**src/hdl/mmba_pkg.sv**
```systemverilog
// Shared constants and control/status types of the multi-mode bounded accumulator.
package mmba_pkg;

  localparam int CFG_DATA_W = 16;
  localparam int CFG_IDX_W  = 2;
  localparam int MODE_W     = 2;
  localparam int DIR_W      = 2;
  localparam int BOUND_W    = 16;
  localparam int OUT_W      = 16;
  // remainder register: range is at most 2^16, one extra bit for the shifted trial
  localparam int REM_W      = 18;

  localparam logic [MODE_W-1:0] MODE_WRAP     = 2'd0;
  localparam logic [MODE_W-1:0] MODE_PENDULUM = 2'd1;
  localparam logic [MODE_W-1:0] MODE_HOLD     = 2'd2;
  localparam logic [MODE_W-1:0] MODE_ZERO     = 2'd3;

  localparam logic [CFG_IDX_W-1:0] CFG_MODE  = 2'd0;
  localparam logic [CFG_IDX_W-1:0] CFG_LOWER = 2'd1;
  localparam logic [CFG_IDX_W-1:0] CFG_UPPER = 2'd2;
  localparam logic [CFG_IDX_W-1:0] CFG_STEP  = 2'd3;

  localparam logic [DIR_W-1:0] DIR_FREEZE = 2'b00;
  localparam logic [DIR_W-1:0] DIR_UP     = 2'b01;

  localparam logic signed [DIR_W-1:0] SENSE_UP   = 2'sb01;
  localparam logic signed [DIR_W-1:0] SENSE_DOWN = 2'sb11;

  typedef struct packed {
    logic load;
    logic prep;
    logic div_step;
    logic fold;
    logic commit;
  } cmd_t;

  typedef struct packed {
    logic need_div;
    logic div_last;
    logic out_free;
  } status_t;

endpackage

```
**src/hdl/multi_mode_bounded_accumulator_unit.sv**
```systemverilog
// Top level of the multi-mode bounded accumulator: controller, datapath and checks.
// Each request carries a tick direction and produces one result: the counter
// after the tick and the pendulum travel sense. A request in hold, pendulum or
// return-to-zero mode, a freeze tick, or a wrap tick with an empty range goes
// from load straight to commit. A wrap tick with a nonempty range runs a prep
// step, a bit-serial remainder, one bit per cycle over max(COUNT_WIDTH,16)+3
// bits, and a fold step before the commit. One request is in flight at a time;
// a finished result waits in the output register and only blocks the next
// commit, not the next acceptance.
module multi_mode_bounded_accumulator_unit #(
  parameter int COUNT_WIDTH = 16
) (
  input  logic                                   clk_i,
  input  logic                                   rst_ni,
  input  logic                                   cfg_we_i,
  input  logic [mmba_pkg::CFG_IDX_W-1:0]         cfg_index_i,
  input  logic [mmba_pkg::CFG_DATA_W-1:0]        cfg_wdata_i,
  input  logic                                   in_valid_i,
  output logic                                   in_stall_o,
  input  logic signed [mmba_pkg::DIR_W-1:0]      in_direction_i,
  output logic                                   out_valid_o,
  input  logic                                   out_stall_i,
  output logic signed [mmba_pkg::OUT_W-1:0]      out_count_value_o,
  output logic signed [mmba_pkg::DIR_W-1:0]      out_travel_sense_o
);

  mmba_pkg::cmd_t    cmd;
  mmba_pkg::status_t status;

  mmba_ctrl u_ctrl (
    .clk_i      (clk_i),
    .rst_ni     (rst_ni),
    .in_valid_i (in_valid_i),
    .in_stall_o (in_stall_o),
    .status_i   (status),
    .cmd_o      (cmd)
  );

  mmba_dp #(
    .COUNT_WIDTH (COUNT_WIDTH)
  ) u_dp (
    .clk_i              (clk_i),
    .rst_ni             (rst_ni),
    .cfg_we_i           (cfg_we_i),
    .cfg_index_i        (cfg_index_i),
    .cfg_wdata_i        (cfg_wdata_i),
    .in_direction_i     (in_direction_i),
    .cmd_i              (cmd),
    .status_o           (status),
    .out_stall_i        (out_stall_i),
    .out_valid_o        (out_valid_o),
    .out_count_value_o  (out_count_value_o),
    .out_travel_sense_o (out_travel_sense_o)
  );

  // an accepted request keeps the block busy in the following cycle
  a_busy_after_accept: assert property (@(posedge clk_i) disable iff (!rst_ni)
    (in_valid_i && !in_stall_o) |=> in_stall_o)
    else $error("request accepted but block not busy");

  // a new result only appears from a request in flight
  a_result_from_request: assert property (@(posedge clk_i) disable iff (!rst_ni)
    $rose(out_valid_o) |-> $past(in_stall_o))
    else $error("result without a request in flight");

  // reported travel sense is always plus or minus one
  a_sense_legal: assert property (@(posedge clk_i) disable iff (!rst_ni)
    out_valid_o |-> ((out_travel_sense_o == mmba_pkg::SENSE_UP) ||
                     (out_travel_sense_o == mmba_pkg::SENSE_DOWN)))
    else $error("illegal travel sense");

endmodule

```
**src/hdl/mmba_ctrl.sv**
```systemverilog
// Sequencing state machine of the multi-mode bounded accumulator.
module mmba_ctrl (
  input  logic                clk_i,
  input  logic                rst_ni,
  input  logic                in_valid_i,
  output logic                in_stall_o,
  input  mmba_pkg::status_t   status_i,
  output mmba_pkg::cmd_t      cmd_o
);

  localparam logic [2:0] ST_IDLE = 3'd0;
  localparam logic [2:0] ST_PREP = 3'd1;
  localparam logic [2:0] ST_DIV  = 3'd2;
  localparam logic [2:0] ST_FOLD = 3'd3;
  localparam logic [2:0] ST_FIN  = 3'd4;

  logic [2:0] state_q, state_d;

  always_comb begin
    state_d = state_q;
    cmd_o   = '0;
    unique case (state_q)
      ST_IDLE: begin
        if (in_valid_i) begin
          cmd_o.load = 1'b1;
          state_d    = status_i.need_div ? ST_PREP : ST_FIN;
        end
      end
      ST_PREP: begin
        cmd_o.prep = 1'b1;
        state_d    = ST_DIV;
      end
      ST_DIV: begin
        cmd_o.div_step = 1'b1;
        if (status_i.div_last) begin
          state_d = ST_FOLD;
        end
      end
      ST_FOLD: begin
        cmd_o.fold = 1'b1;
        state_d    = ST_FIN;
      end
      ST_FIN: begin
        // wait for room in the output register
        if (status_i.out_free) begin
          cmd_o.commit = 1'b1;
          state_d      = ST_IDLE;
        end
      end
      default: begin
        state_d = ST_IDLE;
      end
    endcase
  end

  always_ff @(posedge clk_i or negedge rst_ni) begin
    if (!rst_ni) begin
      state_q <= ST_IDLE;
    end else begin
      state_q <= state_d;
    end
  end

  assign in_stall_o = (state_q != ST_IDLE);

endmodule

```
**src/hdl/mmba_dp.sv**
```systemverilog
// Datapath: config registers, counter state, bit-serial modulo and result register.
module mmba_dp #(
  parameter int COUNT_WIDTH = 16
) (
  input  logic                                   clk_i,
  input  logic                                   rst_ni,
  input  logic                                   cfg_we_i,
  input  logic [mmba_pkg::CFG_IDX_W-1:0]         cfg_index_i,
  input  logic [mmba_pkg::CFG_DATA_W-1:0]        cfg_wdata_i,
  input  logic signed [mmba_pkg::DIR_W-1:0]      in_direction_i,
  input  mmba_pkg::cmd_t                         cmd_i,
  output mmba_pkg::status_t                      status_o,
  input  logic                                   out_stall_i,
  output logic                                   out_valid_o,
  output logic signed [mmba_pkg::OUT_W-1:0]      out_count_value_o,
  output logic signed [mmba_pkg::DIR_W-1:0]      out_travel_sense_o
);

  localparam int W       = COUNT_WIDTH;
  localparam int BOUND_W = mmba_pkg::BOUND_W;
  localparam int REM_W   = mmba_pkg::REM_W;
  localparam int OUT_W   = mmba_pkg::OUT_W;
  localparam int SUM_W   = ((W > BOUND_W) ? W : BOUND_W) + 2;
  localparam int DIFF_W  = SUM_W + 1;
  localparam int CNT_W   = $clog2(DIFF_W + 1);

  // configuration
  logic [mmba_pkg::MODE_W-1:0] mode_q;
  logic signed [BOUND_W-1:0]   lower_q, upper_q, step_q;

  // block state
  logic signed [W-1:0] count_q;
  logic                sense_up_q;

  // per-request working registers
  logic signed [SUM_W-1:0] sum_q;
  logic                    frozen_q, up_q;
  logic [DIFF_W-1:0]       mag_q;
  logic                    neg_q;
  logic [REM_W-1:0]        rem_q;
  logic [CNT_W-1:0]        cnt_q;

  // result register
  logic                    out_valid_q;
  logic signed [OUT_W-1:0] out_count_q;
  logic signed [1:0]       out_sense_q;

  always_ff @(posedge clk_i or negedge rst_ni) begin
    if (!rst_ni) begin
      mode_q  <= mmba_pkg::MODE_WRAP;
      lower_q <= 16'sd0;
      upper_q <= 16'sd15;
      step_q  <= 16'sd1;
    end else if (cfg_we_i) begin
      unique case (cfg_index_i)
        mmba_pkg::CFG_MODE:  mode_q  <= cfg_wdata_i[mmba_pkg::MODE_W-1:0];
        mmba_pkg::CFG_LOWER: lower_q <= $signed(cfg_wdata_i);
        mmba_pkg::CFG_UPPER: upper_q <= $signed(cfg_wdata_i);
        mmba_pkg::CFG_STEP:  step_q  <= $signed(cfg_wdata_i);
        default: ;
      endcase
    end
  end

  // range = upper - lower + 1, positive only for a nonempty range
  logic signed [REM_W-1:0] range_s;
  logic                    range_pos;
  logic [REM_W-2:0]        range_u;
  assign range_s   = REM_W'(upper_q) - REM_W'(lower_q) + REM_W'(1);
  assign range_pos = !range_s[REM_W-1] && (range_s != '0);
  assign range_u   = range_s[REM_W-2:0];

  logic up_c, frozen_c, go_up;
  logic signed [SUM_W-1:0] step_e, sum_d;
  assign up_c     = (in_direction_i == mmba_pkg::DIR_UP);
  assign frozen_c = (in_direction_i == mmba_pkg::DIR_FREEZE);
  assign go_up    = (mode_q == mmba_pkg::MODE_PENDULUM) ? sense_up_q : up_c;
  assign step_e   = SUM_W'(step_q);
  assign sum_d    = SUM_W'(count_q) + (go_up ? step_e : -step_e);

  // signed offset from the lower bound, split into sign and magnitude
  logic signed [DIFF_W-1:0] diff_c;
  assign diff_c = DIFF_W'(sum_q) - DIFF_W'(lower_q);

  // one restoring remainder step
  logic [REM_W-1:0] trial_c, rem_step_c;
  assign trial_c    = {rem_q[REM_W-2:0], mag_q[DIFF_W-1]};
  assign rem_step_c = (trial_c >= {1'b0, range_u}) ? (trial_c - {1'b0, range_u}) : trial_c;

  always_ff @(posedge clk_i) begin
    if (cmd_i.load) begin
      sum_q    <= sum_d;
      frozen_q <= frozen_c;
      up_q     <= up_c;
    end
    if (cmd_i.prep) begin
      neg_q <= diff_c[DIFF_W-1];
      mag_q <= diff_c[DIFF_W-1] ? unsigned'(-diff_c) : unsigned'(diff_c);
      rem_q <= '0;
      cnt_q <= CNT_W'(DIFF_W);
    end else if (cmd_i.div_step) begin
      rem_q <= rem_step_c;
      mag_q <= mag_q << 1;
      cnt_q <= cnt_q - CNT_W'(1);
    end else if (cmd_i.fold) begin
      // negative offset: true positive modulo
      if (neg_q && (rem_q != '0)) begin
        rem_q <= {1'b0, range_u} - rem_q;
      end
    end
  end

  // bound the stepped value per mode
  logic signed [SUM_W-1:0] hi_e, lo_e, wrap_c, res_c;
  logic                    flip_c;
  assign hi_e   = SUM_W'(upper_q);
  assign lo_e   = SUM_W'(lower_q);
  assign wrap_c = lo_e + $signed(SUM_W'(rem_q));

  always_comb begin
    res_c  = sum_q;
    flip_c = 1'b0;
    case (mode_q)
      mmba_pkg::MODE_WRAP: begin
        if (range_pos) begin
          res_c = wrap_c;
        end
      end
      mmba_pkg::MODE_PENDULUM: begin
        if (sum_q >= hi_e) begin
          res_c  = hi_e;
          flip_c = 1'b1;
        end else if (sum_q <= lo_e) begin
          res_c  = lo_e;
          flip_c = 1'b1;
        end
      end
      mmba_pkg::MODE_HOLD: begin
        if (up_q && (sum_q >= hi_e)) begin
          res_c = hi_e;
        end else if (!up_q && (sum_q <= lo_e)) begin
          res_c = lo_e;
        end
      end
      default: begin
        if ((sum_q > hi_e) || (sum_q < lo_e)) begin
          res_c = '0;
        end
      end
    endcase
  end

  // saturate to the counter width
  logic [SUM_W-W:0]    top_c;
  logic                fits_c;
  logic signed [W-1:0] sat_c, next_count_c;
  logic                next_sense_c;
  assign top_c  = res_c[SUM_W-1:W-1];
  assign fits_c = (&top_c) || !(|top_c);
  assign sat_c  = fits_c ? res_c[W-1:0]
                : (res_c[SUM_W-1] ? {1'b1, {(W-1){1'b0}}} : {1'b0, {(W-1){1'b1}}});
  assign next_count_c = frozen_q ? count_q : sat_c;
  assign next_sense_c = (frozen_q || !flip_c) ? sense_up_q : !sense_up_q;

  always_ff @(posedge clk_i or negedge rst_ni) begin
    if (!rst_ni) begin
      count_q     <= '0;
      sense_up_q  <= 1'b1;
      out_valid_q <= 1'b0;
    end else begin
      if (cmd_i.commit) begin
        count_q     <= next_count_c;
        sense_up_q  <= next_sense_c;
        out_valid_q <= 1'b1;
      end else if (!out_stall_i) begin
        out_valid_q <= 1'b0;
      end
    end
  end

  always_ff @(posedge clk_i) begin
    if (cmd_i.commit) begin
      out_count_q <= OUT_W'(next_count_c);
      out_sense_q <= next_sense_c ? mmba_pkg::SENSE_UP : mmba_pkg::SENSE_DOWN;
    end
  end

  assign status_o.need_div = !frozen_c && (mode_q == mmba_pkg::MODE_WRAP) && range_pos;
  assign status_o.div_last = (cnt_q == CNT_W'(1));
  assign status_o.out_free = !out_valid_q || !out_stall_i;

  assign out_valid_o        = out_valid_q;
  assign out_count_value_o  = out_count_q;
  assign out_travel_sense_o = out_sense_q;

endmodule

```
**config.mk**
```make
export PLATFORM = sky130hd
export DESIGN_NAME = multi_mode_bounded_accumulator_unit
export DESIGN_NICKNAME = d
export VERILOG_FILES = /design/src/hdl/mmba_pkg.sv /design/src/hdl/multi_mode_bounded_accumulator_unit.sv /design/src/hdl/mmba_ctrl.sv /design/src/hdl/mmba_dp.sv
export SDC_FILE = /design/constraint.sdc
export NUM_CORES = 1
export LEC_CHECK = 0
export ABC_AREA = 1
export BUFFER_PORTS_ARGS = -buffer_cell sky130_fd_sc_hd__buf_2
export CORE_ASPECT_RATIO = 0.5
export CORE_MARGIN = 2
export CORE_UTILIZATION = 30
export DETAILED_ROUTE_END_ITERATION = 10
export SYNTH_ARGS = -nofsm -noshare
export SYNTH_HDL_FRONTEND = slang
export SYNTH_SLANG_ARGS = --single-unit
```
**constraint.sdc**
```tcl
create_clock -name clk_i -period 6.1 [get_ports clk_i]
set_input_delay 0 -clock clk_i [delete_from_list [all_inputs] [get_ports clk_i]]
set_output_delay 0 -clock clk_i [all_outputs]
set_load 0.02 [all_outputs]
```
==> results.ini, run 1 <==
[clock_tree]
cts_root_buf=clkbuf_16
clockBufferDepth=2
cts_setup_buffers=0
cts_tree=done
cts.htree.levels=4
clkTransAtPathRegs_ps=80
cts_buffers=17
clock_latency_ps=460
cts.sinks=151

[min_path]
hold_class=input port to flip-flop

[floorplanning]
core-area_mm2=0.04716
std_cell_rows=56
ios=45
start_util_pct=30.55
die_h_um=159.0
die_area_mm2=0.04990
die_w_um=313.9

[drt]
vias=14130
vias_per_cell=5.103
wl_per_cell_um=16.91
drcViolationCount=0
routed_wl_um=46810
drtIter0Drc=1275
drt-pass1-iter-count=5
antenna_left=0

[sta]
finalSetupViolCount=0
finalCriticalPeriod_ps=5199
fin_tns_setup_ps=0
maxSlewHeadroom_pct=27.47
hold_viol_final=0
tightest_slew_ps=1085
clock-skew-final_ps=12.39
max_freq_ghz=0.1924
slew_viol_final=0
grt_setup_unrepaired=false
finalCritPeriodShare_pct=85.23

[yosys]
synth_area_leaders=nand2_1, edfxtp_1, dfrtp_1
synth-edff-count=57
seq_area_frac_synth_pct=27.46
synth-seq-cells=151
synth_flop_cell=dfrtp_1
yosysUniqueCellTypes=59
syn_nets=2226
yosys_warnings=0
synth.largest_area_cell=nand2_1
async_flop_share_pct=47.02
synth_cells=2069
syn-cell-area_mm2=0.01441
synth.top_cell.area_share_pct=12.82
syn_avg_cell_area_um2=6.963

[setup_path]
critPathMaxFanout=14
cp_slowest_cell=dfstp_2
cp.arrival_ps=5550
critPathKind=flip-flop to flip-flop
start_kind=flip-flop
crit_path_frequent_cell=inv_1
cp-end-kind=flip-flop
required_ps=6450
max_stage_delay_ps=590

[cells_and_area]
syn2layout_area_growth_pct=12.03
n_antenna_cell=0
fin_nets=2274
final_common_cell=nand2_1
drive_gt1_share_pct=8.122
most-common-layout-cells=nand2_1, inv_1, o21ai_0, a21oi_1, ha_1
fill_cells=5015
fin_util_pct=34.23

[grt]
track_usage_pct=18.89
grt_pass1_vias=13250
grt_max_degree=68
antenna_found_initial=0
grt_overflow=0
grt_pass1_wl_um=74120

[job]
cap_viol_max_count=0

[place]
dp_hpwl_um=36420
port_buffers=43
place_congestion=0.9865

[run_status]
status=finished clean

==> critical path, delay by kind of cell (launching register included) <==
family / cells / cell delay, ps
adder cells (fa/ha/maj): 4 / 1230
AND/OR/NAND/NOR: 15 / 2430
buffers and inverters: 5 / 550
AO/OA/AOI/OAI: 2 / 280
flip-flops: 1 / 590
==> synth_stat cells, drive strengths merged (23+ instances only) <==
cell	count
a21oi	157
nand2	518
inv	274
nor2	132
xnor2	32
ha	126
o211ai	37
nand4	47
xor2	69
clkbuf	44
dfxtp	23
dfrtp	65
o21ai	193
nand3	132
edfxtp	57
nor3	24
==> per-layer routing <==
layer | track usage [%] | share of wire [%] | up-vias
met1 | 25.84 | 47 | 6553
met3 | 2.826 | 5.2 | 95
met2 | 29.98 | 44 | 400
met5 | 0 | 0 | -
li1 | - | - | 7078
met4 | 7.286 | 3.5 | 0
==> path summary, 6_finish.rpt <==
kind	startpoint	depth (start not counted)	end	slack (ps)
min in group asynchronous	rst_ni	3	u_dp.count_q[4]	360
setup reg to reg	u_dp.upper_q[0]	26	u_dp.rem_q[10]	900
setup / recovery	u_dp.upper_q[0]	26	u_dp.rem_q[10]	900
max in group asynchronous	rst_ni	3	u_dp.step_q[7]	5110
hold / removal	out_stall_i	4	u_dp.out_valid_o	330
hold reg to reg	u_dp.cnt_q[1]	2	u_dp.cnt_q[1]	470
==> registers in the layout, indices dropped and copies added, names as in the netlist, 2 cells and up <==
| name | count |
|---|---|
| u_dp.mode_q | 2 |
| u_dp.rem_q | 18 |
| u_dp.step_q | 16 |
| u_dp.sum_q | 18 |
| u_dp.out_count_value_o | 16 |
| u_ctrl.state_q | 3 |
| u_dp.count_q | 16 |
| u_dp.lower_q | 16 |
| u_dp.mag_q | 19 |
| u_dp.cnt_q | 5 |
| u_dp.upper_q | 16 |
==> repair_timing <==
| item | 4_1_cts | 5_1_grt |
|---|---|---|
| endpoints found under the hold margin | 120 | 0 |
| hold buffers | 26 | 0 |
| gates resized for setup | 0 | 0 |
| setup endpoints to repair | 0 | 0 |
==> cell type report <==
type	count	area (um2)	share of cell area (%)
clock buffer	18	450.4	2.791
clock inverter	14	156.4	0.9691
inverter	276	1036	6.419
multi-input combinational	1587	9151	56.70
sequential	151	3956	24.51
tap	638	798.3	4.946
timing repair buffer	84	590.6	3.659
==> per-stage QoR <==
stage	area, um2	hold WS (ps)	setup slack (ps)	cells
global placement	15270	-185.7	1202	2710
global route	16140	348.5	352.3	2768
floorplan	14410	-295.6	1860	2069
detailed placement	15270	-185.4	978.2	2710
CTS	16140	296.0	958.4	2768
finish	16140	328.3	901.2	2768
==> cell families (layout without fill, tap and decap cells) <==
group | count (synthesis) | count (layout) | synth area share [%]
other | 1 | 1 | 0.02603
DFF | 151 | 151 | 27.46
xor gates and xnor gates | 101 | 101 | 6.140
AOI/OAI and AO/OA | 462 | 462 | 18.18
and+or+nand+nor | 891 | 891 | 27.31
buffers and inverters | 331 | 392 | 9.102
adders and majority gates | 132 | 132 | 11.78
Power of run 1 is left out: the tool's default activity adds up to more than one toggle a clock period on the data nets, which glitch-free logic cannot reach.
==> run 2, diff against run 1 <==
--- a/config.mk
+++ b/config.mk
@@ -9,8 +9,9 @@
 export BUFFER_PORTS_ARGS = -buffer_cell sky130_fd_sc_hd__buf_2
 export CORE_ASPECT_RATIO = 0.5
 export CORE_MARGIN = 2
-export CORE_UTILIZATION = 30
+export CORE_UTILIZATION = 50
 export DETAILED_ROUTE_END_ITERATION = 10
+export PLACE_DENSITY = 0.66
 export SYNTH_ARGS = -nofsm -noshare
 export SYNTH_HDL_FRONTEND = slang
 export SYNTH_SLANG_ARGS = --single-unit
==> run 2 against run 1 <==
Routed wire length is 4.3% lower. Maximum frequency is 0.13% higher. Via count is 0.20% lower. Utilization is 22 points higher. Worst setup slack better by 6.7 ps. Cell count is 9.4% lower. Sequential share of layout area is 0.60 points higher. Largest cell class unchanged. Design area is 2.4% lower. Die area is 39% lower.
==> results.ini, run 2 (synthesized netlist as in run 1, its figures left out) <==
[setup_path]
cp.arrival_ps=5540  ; about the same
required_ps=6450  ; about the same
cp_slowest_cell=dfstp_2
cp-end-kind=flip-flop
max_stage_delay_ps=580  ; about the same
critPathKind=flip-flop to flip-flop
reg2reg_slack_ps=910  ; about the same
start_kind=flip-flop
critPathMaxFanout=18  ; +4
crit_path_frequent_cell=inv_1

[cells_and_area]
syn2layout_area_growth_pct=9.371
fin_util_pct=56.21  ; +22 points
final_common_cell=nand2_1
fin_nets=2271  ; -0.13%
fin_area_mm2=0.01576  ; -2.4%
largest_reg_flops=19  ; unchanged
most-common-layout-cells=nand2_1, inv_1, o21ai_0, a21oi_1, ha_1
drive_gt1_share_pct=8.039  ; -0.083 points
register_area_mm2=0.003956  ; unchanged
fill_cells=2768  ; -45%
reg_top3=u_dp.mag_q (19), u_dp.rem_q (18), u_dp.sum_q (18)
multi_input_area_mm2=0.009151  ; unchanged
n_antenna_cell=0  ; unchanged
top_register=u_dp.mag_q

[floorplanning]
die_area_mm2=0.03027  ; -39%
die_h_um=124.0  ; -22%
core-area_mm2=0.02803  ; -41%
die_w_um=244.1  ; -22%
std_cell_rows=43  ; -23%
start_util_pct=51.39  ; +21 points
ios=45  ; unchanged

[place]
port_buffers=43  ; unchanged
place_congestion=1.018  ; +3.2%
dp_hpwl_um=34560  ; -5.1%
postPlaceCellArea_mm2=0.01494  ; -2.1%

[clock_tree]
clock_latency_ps=460  ; about the same
clockBufferDepth=2  ; unchanged
ctsHoldBuffers=24  ; -7.7%
cts.sinks=151  ; unchanged
cts_setup_buffers=0  ; unchanged
cts.htree.levels=4  ; unchanged
clkTransAtPathRegs_ps=70  ; about the same
cts_tree=done
cts_root_buf=clkbuf_16
cts-resized-gates=0  ; unchanged
cts_buffers=17  ; unchanged

[grt]
grt_pass1_vias=12800  ; -3.4%
grt_overflow=0  ; unchanged
antenna_found_initial=0  ; unchanged
track_usage_pct=30.19  ; +11 points
grt_pass1_wl_um=70300  ; -5.2%
grt_max_degree=72  ; +5.9%

[sta]
slew_viol_final=0  ; unchanged
grt_setup_unrepaired=false
finalSetupViolCount=0  ; unchanged
clock-skew-final_ps=15.01  ; +2.615 ps
maxSlewHeadroom_pct=27.27  ; -0.19 points
hold_viol_final=0  ; unchanged
fin_tns_setup_ps=0  ; unchanged
finalCritPeriodShare_pct=85.12  ; -0.11 points
tightest_slew_ps=1088  ; +2.862 ps
max_freq_ghz=0.1926  ; +0.13%
finalCriticalPeriod_ps=5192  ; -6.670 ps

[drt]
wl_per_cell_um=17.86  ; +5.6%
drcViolationCount=0  ; unchanged
dr_wl_met3_um=3594  ; +48%
wl_met1_um=21410  ; -3.1%
drt-pass1-iter-count=5  ; unchanged
met2_length_um=18040  ; -13%
routed_wl_um=44810  ; -4.3%
antenna_left=0  ; unchanged
drtIter0Drc=1445  ; +13%
vias_per_cell=5.619  ; +10%
vias=14100  ; -0.20%
top_layer=met4

[run_status]
status=finished clean

[min_path]
hold_class=input port to asynchronous set/reset pin

[job]
cap_viol_max_count=0  ; unchanged

## run 2: cell type report
type                       instances  share of cell area (%)
multi-input combinational       1587                   58.08
sequential                       151                   25.11
clock buffer                      17                   2.700
tap                              382                   3.033
timing repair buffer              81                   3.573
inverter                         276                   6.575
clock inverter                    15                  0.9291
## run 2: routing by layer
layer / track usage [%] / up-vias
met5: 0 / -
met4: 13.19 / 0
met3: 5.753 / 96
met2: 45.22 / 495
met1: 42.56 / 6440
li1: - / 7067
## run 2: path summary, 6_finish.rpt
| path | start | end | depth (start not counted) |
|---|---|---|---|
| worst min-delay path | rst_ni | u_dp.step_q[11] | 2 |
| min in group clk_i | out_stall_i | u_dp.out_valid_o | 4 |
| worst min register to register | u_dp.cnt_q[4] | u_dp.cnt_q[4] | 2 |
| max in group asynchronous | rst_ni | u_dp.out_valid_o | 2 |
| worst max register to register | u_dp.upper_q[0] | u_dp.rem_q[10] | 28 |
| worst max-delay path | u_dp.upper_q[0] | u_dp.rem_q[10] | 28 |
## run 2: per-stage QoR
stage / std cells / hold slack (ps) / worst slack, ps
final: 2509 / 260.0 / 907.8
after global routing: 2509 / 338.4 / 406.5
after CTS: 2509 / 275.6 / 990.9
after detailed placement: 2453 / 222.9 / 1007
after global placement: 2453 / 217.6 / 1130
after floorplan: 2069 / -295.6 / 1860
## run 2: worst max-delay path: cells and delay by family (launching register included)
| kind | cells | cell delay (ps) |
|---|---|---|
| fa+ha+maj | 3 | 940 |
| flops | 1 | 580 |
| compound gates | 2 | 280 |
| simple gates | 17 | 2470 |
| buf+inv | 6 | 810 |
Power of run 2 is left out for the same reason.
==> run 3, diff against run 2 <==
--- a/config.mk
+++ b/config.mk
@@ -9,9 +9,8 @@
 export BUFFER_PORTS_ARGS = -buffer_cell sky130_fd_sc_hd__buf_2
 export CORE_ASPECT_RATIO = 0.5
 export CORE_MARGIN = 2
-export CORE_UTILIZATION = 50
+export CORE_UTILIZATION = 40
 export DETAILED_ROUTE_END_ITERATION = 10
-export PLACE_DENSITY = 0.66
 export SYNTH_ARGS = -nofsm -noshare
 export SYNTH_HDL_FRONTEND = slang
 export SYNTH_SLANG_ARGS = --single-unit
==> run 3 against run 2 <==
Sequential share of layout area is 0.27 points lower. Clock-buffer cell count increased by 2. Design area rose by 1.1%. Utilization fell by 12 points. Global-route usage shrank 5.4 points. Worst setup slack better by 100 ps. Critical path type unchanged. Critical endpoint is now u_dp.rem_q[13]. Highest routed layer unchanged.
==> results.ini, run 3 (synthesized netlist as in run 1, its figures left out) <==
[sta]
finalSetupViolCount=0  ; unchanged
slew_viol_final=0  ; unchanged
finalCritPeriodShare_pct=83.48  ; -1.6 points
tightest_slew_ps=1104  ; +16.10 ps
grt_setup_unrepaired=false
hold_viol_final=0  ; unchanged
fin_tns_setup_ps=0  ; unchanged
finalCriticalPeriod_ps=5092  ; -100.2 ps
max_freq_ghz=0.1964  ; +2.0%
clock-skew-final_ps=24.44  ; +9.435 ps
maxSlewHeadroom_pct=26.20  ; -1.1 points

[setup_path]
reg2reg_slack_ps=1010  ; +100 ps
reg2reg_depth=27  ; -3.6%
r2r-end=u_dp.rem_q[13]
cp-startpoint=u_dp.upper_q[0]
r2r-start=u_dp.upper_q[0]
start_kind=flip-flop
cp.arrival_ps=5400  ; -140 ps
cp-end-kind=flip-flop
critPathMaxFanout=13  ; -5
cp-endpoint=u_dp.rem_q[13]
required_ps=6400  ; -50 ps
critPathKind=flip-flop to flip-flop

[place]
port_buffers=43  ; unchanged
dp_hpwl_um=35900  ; +3.9%
place_congestion=0.9559  ; -6.1%

[cells_and_area]
final_common_cell=nand2_1
fill_cells=3688  ; +33%
n_antenna_cell=0  ; unchanged
largest_reg_flops=19  ; unchanged
top_register=u_dp.mag_q
drive_gt1_share_pct=8.071  ; +0.032 points
fin_util_pct=44.64  ; -12 points
reg_top3=u_dp.mag_q (19), u_dp.rem_q (18), u_dp.sum_q (18)
syn2layout_area_growth_pct=10.57
fin_nets=2275  ; +0.18%
most-common-layout-cells=nand2_1, inv_1, o21ai_0, a21oi_1, ha_1

[clock_tree]
cts_buffers=17  ; unchanged
cts_tree=done
cts.htree.levels=4  ; unchanged
cts-resized-gates=0  ; unchanged
clkTransAtPathRegs_ps=80  ; about the same
clock_latency_ps=460  ; about the same
cts.sinks=151  ; unchanged
cts_root_buf=clkbuf_16
clockBufferDepth=2  ; unchanged

[run_status]
status=finished clean

[drt]
drcViolationCount=0  ; unchanged
antenna_left=0  ; unchanged
wl_per_cell_um=17.61  ; -1.4%
drt-pass1-iter-count=5  ; unchanged
routed_wl_um=46050  ; +2.8%
drtIter0Drc=1281  ; -11%
vias_per_cell=5.389  ; -4.1%
vias=14090  ; -0.035%

[grt]
track_usage_pct=24.80  ; -5.4 points
grt_pass1_wl_um=72880  ; +3.7%
grt_pass1_vias=12910  ; +0.85%
antenna_found_initial=1  ; +1
grt_max_degree=58  ; -19%
grt_overflow=0  ; unchanged

[floorplanning]
ios=45  ; unchanged
std_cell_rows=49  ; +14%
start_util_pct=40.37  ; -11 points
die_h_um=138.2  ; +11%
core-area_mm2=0.03568  ; +27%
die_area_mm2=0.03764  ; +24%
die_w_um=272.4  ; +12%

[min_path]
hold_class=input port to asynchronous set/reset pin

[job]
cap_viol_max_count=0  ; unchanged

## run 3: per-layer routing
| metal | vias to the layer above | track usage (%) | wire [um] |
|---|---|---|---|
| li1 | 7097 | - | - |
| met1 | 6511 | 36.26 | 22380 |
| met2 | 418 | 36.92 | 19500 |
| met3 | 67 | 3.578 | 2679 |
| met4 | 0 | 9.312 | 1491 |
| met5 | - | 0 | 0 |
## run 3: stage by stage
stage                     setup slack, ps  cell area (um2)  hold slack, ps  instances
after floorplan                      1860            14410          -295.6       2069
after global placement               1161            15080          -113.0       2556
after detailed placement             1019            15080          -113.6       2556
after CTS                            1021            15930           79.79       2615
after global routing                469.5            15930           102.0       2615
final                                1008            15930           87.83       2615
## run 3: repair_timing
action | in CTS | in global routing
buffers inserted | 0 | 0
hold buffers | 27 | 0
hold endpoints to repair | 119 | 0
## run 3: area by class of cell
cell class	count	area (um2)	area share [%]
clock buffer	19	442.9	2.781
clock inverter	13	136.4	0.8562
inverter	276	1036	6.504
multi-input combinational	1587	9151	57.45
sequential	151	3956	24.84
tap	484	605.6	3.802
timing repair buffer	85	600.6	3.770
## run 3: worst max-delay path, cell delays in order (launching register included)
cell      delay (ps)
dfstp_2          590
inv_1             70
ha_1             220
fa_1             390
inv_1            120
nand3_1          130
nand2_2          130
nand3_1          130
nand3_1          140
nand2_1           60
nand2_1           70
nand3_1           90
nor2_1           140
nand4_1          110
nand2_2          150
inv_1             60
ha_1             350
nand2_1          110
nor4_1           370
nand4_1          120
nor3b_1          210
nor3_1            70
nand2_1          310
inv_1            310
a21oi_1          190
o21ai_0          100
o211ai_1          90
a31oi_1          100
## run 3: worst min-delay path by stage
stage | start | slack (ps) | depth (start not counted) | end
2_1_floorplan | rst_ni | -300 | 0 | u_ctrl.state_q[0]
3_3_place_gp | rst_ni | -110 | 1 | u_dp.out_valid_o
3_5_place_dp | rst_ni | -110 | 1 | u_dp.out_valid_o
4_1_cts | rst_ni | 80 | 2 | u_dp.sense_up_q
5_1_grt | rst_ni | 100 | 2 | u_dp.sense_up_q
6_report | rst_ni | 90 | 2 | u_dp.sense_up_q
Power of run 3 is left out for the same reason.
